File: src/hdl/sip_pkg.sv
package sip_pkg;
   // stage tag carried alongside each request
   typedef struct packed {
      logic valid;
   } stage_ctl_type;
endpackage

File: src/hdl/sip_div.sv
// Pipelined restoring divider: one quotient bit per stage, unsigned.
module sip_div #(
   parameter int NUM_BITS = 40,
   parameter int DEN_BITS = 36,
   parameter int Q_BITS = 16,
   parameter int TAG_BITS = 1
) (
   input  logic                clock,
   input  logic                reset,
   input  logic                in_valid,
   input  logic [NUM_BITS-1:0] in_num,
   input  logic [DEN_BITS-1:0] in_den,
   input  logic [TAG_BITS-1:0] in_tag,
   output logic                out_valid,
   output logic [Q_BITS-1:0]   out_quo,
   output logic [TAG_BITS-1:0] out_tag
);
   import sip_pkg::*;
   localparam int RW = DEN_BITS + 1;

   logic [Q_BITS:0]                 vld_ff;
   logic [Q_BITS:0][NUM_BITS-1:0]   num_ff;
   logic [Q_BITS:0][RW-1:0]         rem_ff;
   logic [Q_BITS:0][DEN_BITS-1:0]   den_ff;
   logic [Q_BITS:0][Q_BITS-1:0]     quo_ff;
   logic [Q_BITS:0][TAG_BITS-1:0]   tag_ff;
   logic [Q_BITS-1:0][RW-1:0]       rem_in;
   logic [Q_BITS-1:0][RW:0]         dif_in;

   // top bits above the quotient range are preloaded; the caller must keep them below den, the divider does not check
   always_ff @(posedge clock) begin
      if (reset) vld_ff <= '0;
      else vld_ff <= {vld_ff[Q_BITS-1:0], in_valid};
   end

   always_ff @(posedge clock) begin
      num_ff[0] <= in_num;
      rem_ff[0] <= RW'(in_num >> Q_BITS);
      den_ff[0] <= in_den;
      quo_ff[0] <= '0;
      tag_ff[0] <= in_tag;
   end

   for (genvar s = 0; s < Q_BITS; s++) begin : g_step
      always_comb begin
         rem_in[s] = {rem_ff[s][RW-2:0], num_ff[s][Q_BITS-1-s]};
         dif_in[s] = {1'b0, rem_in[s]} - {2'b0, den_ff[s]};
      end
      always_ff @(posedge clock) begin
         num_ff[s+1] <= num_ff[s];
         den_ff[s+1] <= den_ff[s];
         tag_ff[s+1] <= tag_ff[s];
         rem_ff[s+1] <= dif_in[s][RW] ? rem_in[s] : dif_in[s][RW-1:0];
         quo_ff[s+1] <= {quo_ff[s][Q_BITS-2:0], ~dif_in[s][RW]};
      end
   end

   assign out_valid = vld_ff[Q_BITS];
   assign out_quo   = quo_ff[Q_BITS];
   assign out_tag   = tag_ff[Q_BITS];
endmodule

File: config.mk
export PLATFORM = sky130hd
export DESIGN_NAME = sip_div
export DESIGN_NICKNAME = d
export VERILOG_FILES = /design/src/hdl/sip_pkg.sv /design/src/hdl/sip_div.sv
export SDC_FILE = /design/constraint.sdc
export NUM_CORES = 2
export LEC_CHECK = 0
export BUFFER_PORTS_ARGS = -buffer_cell sky130_fd_sc_hd__buf_4
export CAP_MARGIN = 20
export CORE_MARGIN = 2
export CORE_UTILIZATION = 45
export CTS_BUF_LIST = sky130_fd_sc_hd__clkbuf_16
export CTS_CLUSTER_SIZE = 10
export DETAILED_ROUTE_END_ITERATION = 16
export PLACE_DENSITY_LB_ADDON = 0.15
export SLEW_MARGIN = 5
export SYNTH_ARGS = -nofsm -noshare
export SYNTH_HDL_FRONTEND = slang
export SYNTH_SLANG_ARGS = --single-unit
export TNS_END_PERCENT = 10
File: constraint.sdc
create_clock -name clock -period 4.7 [get_ports clock]
set_input_delay 0.94 -clock clock [delete_from_list [all_inputs] [get_ports clock]]
set_output_delay 0.94 -clock clock [all_outputs]
set_load 0.02 [all_outputs]
Word-level counts from Yosys, hierarchy flattened
Index checks and enable logic that the tools add are counted.

Word-level logic and storage cells: 130. Output and inout bits: 18. Register bits after elaboration: 1446. Bits of input ports: 80.

Bitwise gates (word level): 16. Multiplexer cells: 15. Add/subtract/negate cells: 16.

Operator list (count): $sub A37 B36 Y38 (15); $mux W36 (14); $sub A25 B36 Y37 (1); $mux W25 (1); $not A1 Y1 (16).

Depth between registers and ports, before layout
Depth after elaboration: 2. Gate-level depth with buffers: 15. Mapped depth without buffers: 13.

Least setup slack after synthesis
Ideal clock, no wire load.

Path type: reg2reg. Start: reg den_ff[166] (netlist name). End: reg rem_ff[213] (netlist name). Cell stages (with the launch flop): 14. Data arrival time: 2.976 ns. Data required time: 4.579 ns. Path slack: 1.604 ns. Period minus slack after synthesis: 3.096 ns. Buffers on the path: 1. Setup time: 0.121 ns. Cell sequence: dfxtp_1 inv_1 ha_1 a21o_1 a21o_1 a21o_1 a21o_1 a211oi_2 a21oi_1 o211ai_1 nand2_1 a211oi_4 buf_6 mux2_2.

Cells in the longest elaborated chain, start to end: 2.

RTL lines: start, declared (line sip_div.sv:24) `logic [Q_BITS:0][DEN_BITS-1:0] den_ff;`; start signal, assigned by index (line sip_div.sv:51) `den_ff[s+1] <= den_ff[s];`; $sub A37 B36 Y38 (line sip_div.sv:47) `dif_in[s] = {1'b0, rem_in[s]} - {2'b0, den_ff[s]};`; $mux W36 (line sip_div.sv:53) `rem_ff[s+1] <= dif_in[s][RW] ? rem_in[s] : dif_in[s][RW-1:0];`; end signal, assigned by index (line sip_div.sv:53); end, declared (line sip_div.sv:23) `logic [Q_BITS:0][RW-1:0] rem_ff;`.

No other way between the ends. A chain may end at the register's enable or synchronous reset.

Final worst setup path
Start: reg den_ff[473] (netlist name). End: reg rem_ff[550] (netlist name).

Same word-level chain as after synthesis.

==> impl_metrics.toml <==
[synthesis]
synth_area_per_cell_um2 = 9.46
ys_async_sr_fraction_pct = 0
yosysWarningCount = 0
synthFlopType = "dfxtp_1"
netlist_instances = 6724
synth_edf_count = 0
ys_types = 98
syn_area_mm2 = 0.0636
yosysSeqAreaShare_pct = 45.5
ys_seq_elements = 1446

[critical_path]
cp.buffers_inverters = 1
cp_max_fo = 6
critPathTopFamily = "compound AO/OA/AOI/OAI gates"
cpMaxStageDelayCell = "a2111oi_0"
crit_arrival_ns = 4.79
crit_type = "flop to flop"
endpoint_kind = "flop"
worstSetupStartpointType = "flop"
cpMostUsedCell = "o21ai_1"
slowest_delay_ns = 0.81
crit_required_ns = 5.34
crit_chain = "inv_1 -> ha_1 -> o211a_1 -> o31ai_1 -> a21oi_1 -> o21ai_1 -> o311a_1 -> a2111oi_0 -> nor4_1 -> o21ai_0 -> xnor2_1 -> o21ai_1"

[sta]
hold_slack_ns = 0.247
final-max-slew-violation-count = 0
slew_headroom_pct = 41.5
hold_viol_final = 0
finalSetupViolations = 0
skew_ns = 0.0433
fmax_mhz = 241
timing.final.crit_share_pct = 88.2
setup_tns_ns = 0
layout_min_cycle_time_ns = 4.14
rsz0062_at_grt = "false"
worst_pin_slew_ns = 0.870

[floorplan]
initial_core_util_pct = 45.5
core_mm2 = 0.140
dieArea_mm2 = 0.144
ios = 98
die_h_um = 380
die_w_um = 380
std_cell_rows = 137

[power]
power.share.clock_pct = 21.2
finalPower_uw = 52300
p_leak_uw = 0.0333
seqPwrFrac_pct = 32.8
powerDensity_mw_per_mm2 = 736
p_switching_uw = 19700
max-vdd-ir-drop_uv = 384
p_comb_share_pct = 46.0
internal_power_uw = 32600
swShare_pct = 37.6

[routing]
route.met2.wl_mm = 71.9
dr_total_vias = 45800
drc_errors = 0
wl_met3_mm = 4.01
highest_layer = "met4"
wl_met1_mm = 53.3
ant_nets = 0
vias_per_cell = 5.20
wl_per_cell_um = 15.6
dr.pass1.iters = 5
wirelength_mm = 137
drtIter0Drc = 1959

[clock_tree]
cts-root-buf = "clkbuf_16"
holdBufCountCts = 0
clkLatencyLatePin_ns = 0.79
cts_num_sinks = 1446
max-clock-path-buffers = 3
cts_made_buffers = 166
post_cts_buffers = 0
cts_max_level = 4
path_clk_slew_ns = 0.05
cts_tree = "yes"
ctsResizeCount = 0

[global_routing]
antenna_found_initial = 1
grt_pass1_vias = 46600
grt_pass1_wl_mm = 225
grt_remaining_overflow = 0
grt_max_degree = 73
grtUsageTotal_pct = 18.8

[final_layout]
area_growth_syn_to_layout_pct = 11.8
num-fill-cells = 12900
postLayoutCellArea_mm2 = 0.0711
num-nets-final = 7548
finalCoreUtilization_pct = 50.8
layout-drive-gt1-share_pct = 7.84

[placement]
gp_congestion = 0.903
post-dp-hpwl_mm = 108
place_area_mm2 = 0.0665
io_buffers = 97

[job]
cap_violations = 0

[run_status]
status = "complete, no violations"

[min_path]
holdCritPathClass = "primary input to flop"
-- power by group through the flow --
stage          Clock, µW  Sequential (µW)  Combinational (µW)
2_1_floorplan          0            16700               19000
3_3_place_gp           0            17500               23500
3_5_place_dp           0            17400               23800
4_1_cts            11500            17200               24000
5_1_grt            12000            17500               26900
6_report           11100            17200               24000
-- cell families (layout without fill, tap and decap cells) --
family / Yosys count / count (layout) / synth area share (%)
mux: 189 / 189 / 3.32
fa+ha+maj: 579 / 579 / 11.6
simple gates: 1440 / 1440 / 10.6
compound gates: 1803 / 1803 / 17.9
xor+xnor: 425 / 425 / 5.85
other cells: 1 / 10 / 0.00590
buf+inv: 841 / 1043 / 5.27
flops: 1446 / 1446 / 45.5
-- area by class of cell --
type / count / area [µm²] / share of cell area, %
clock buffers: 167 / 4180 / 5.88
inverters: 685 / 2570 / 3.62
diodes: 5 / 12.5 / 0.0176
well taps: 1876 / 2350 / 3.30
multi-input cells: 4441 / 31400 / 44.1
repair buffers: 149 / 1260 / 1.77
flip-flops and latches: 1446 / 28900 / 40.7
clock inverters: 42 / 394 / 0.555
-- layout by cell type, fill, tap and decap left out, types with 100 or more instances in the layout --
cell          n
a21o_1      295
a21oi_1     587
buf_4       138
clkbuf_16   167
dfxtp_1    1446
ha_1        564
inv_1       700
mux2_2      151
nand2_1     456
nand3_1     100
nor2_1      418
o21ai_0     360
xnor2_1     250
xor2_1      175
-- final timing paths --
kind / startpoint / slack (ns) / depth (start not counted) / to
worst max-delay path: den_ff[473] / 0.56 / 12 / rem_ff[550]
worst min-delay path: in_num[39] / 0.25 / 1 / rem_ff[23]
worst max register to register: den_ff[473] / 0.56 / 12 / rem_ff[550]
worst min register to register: quo_ff[249] / 0.31 / 0 / out_quo[10]
-- flip-flops by register name, summed over array words and instances (netlist names) --
name	flops
tag_ff	16
quo_ff	120
out_tag	1
rem_ff	564
out_quo	16
num_ff	136
den_ff	576
vld_ff	17
-- Yosys cell counts (all sizes together), types with 48 or more instances --
master     n  area share [%]
a211oi    48            0.62
a21o     295             3.5
a21oi    588             4.6
a31oi     59            0.59
and3      57            0.56
buf       78            0.77
clkbuf    78            0.46
dfxtp   1446              46
ha       564              11
inv      684             4.0
mux2     177             3.1
nand2    456             2.7
nand2b    83            0.82
nand3    100            0.79
nand4     64            0.63
nor2     418             2.5
nor2b     74            0.73
nor3      67            0.55
o21a      82            0.97
o21ai    404             3.2
o31ai     56            0.69
xnor2    250             3.4
xor2     175             2.4
-- metrics by stage --
| step | instances | setup slack, ns |
|---|---|---|
| after floorplan | 6728 | 1.60 |
| after global placement | 8597 | 0.589 |
| after detailed placement | 8597 | 0.603 |
| after CTS | 8806 | 0.617 |
| after global routing | 8811 | 0.378 |
| final | 8811 | 0.557 |
-- layer usage --
layer	up-vias	GRT usage, %
met5	-	0
met4	0	11.1
met3	443	2.78
met2	835	36.3
met1	21100	19.1
li1	23400	-
Note: power is estimated with default switching activity, not from simulation.
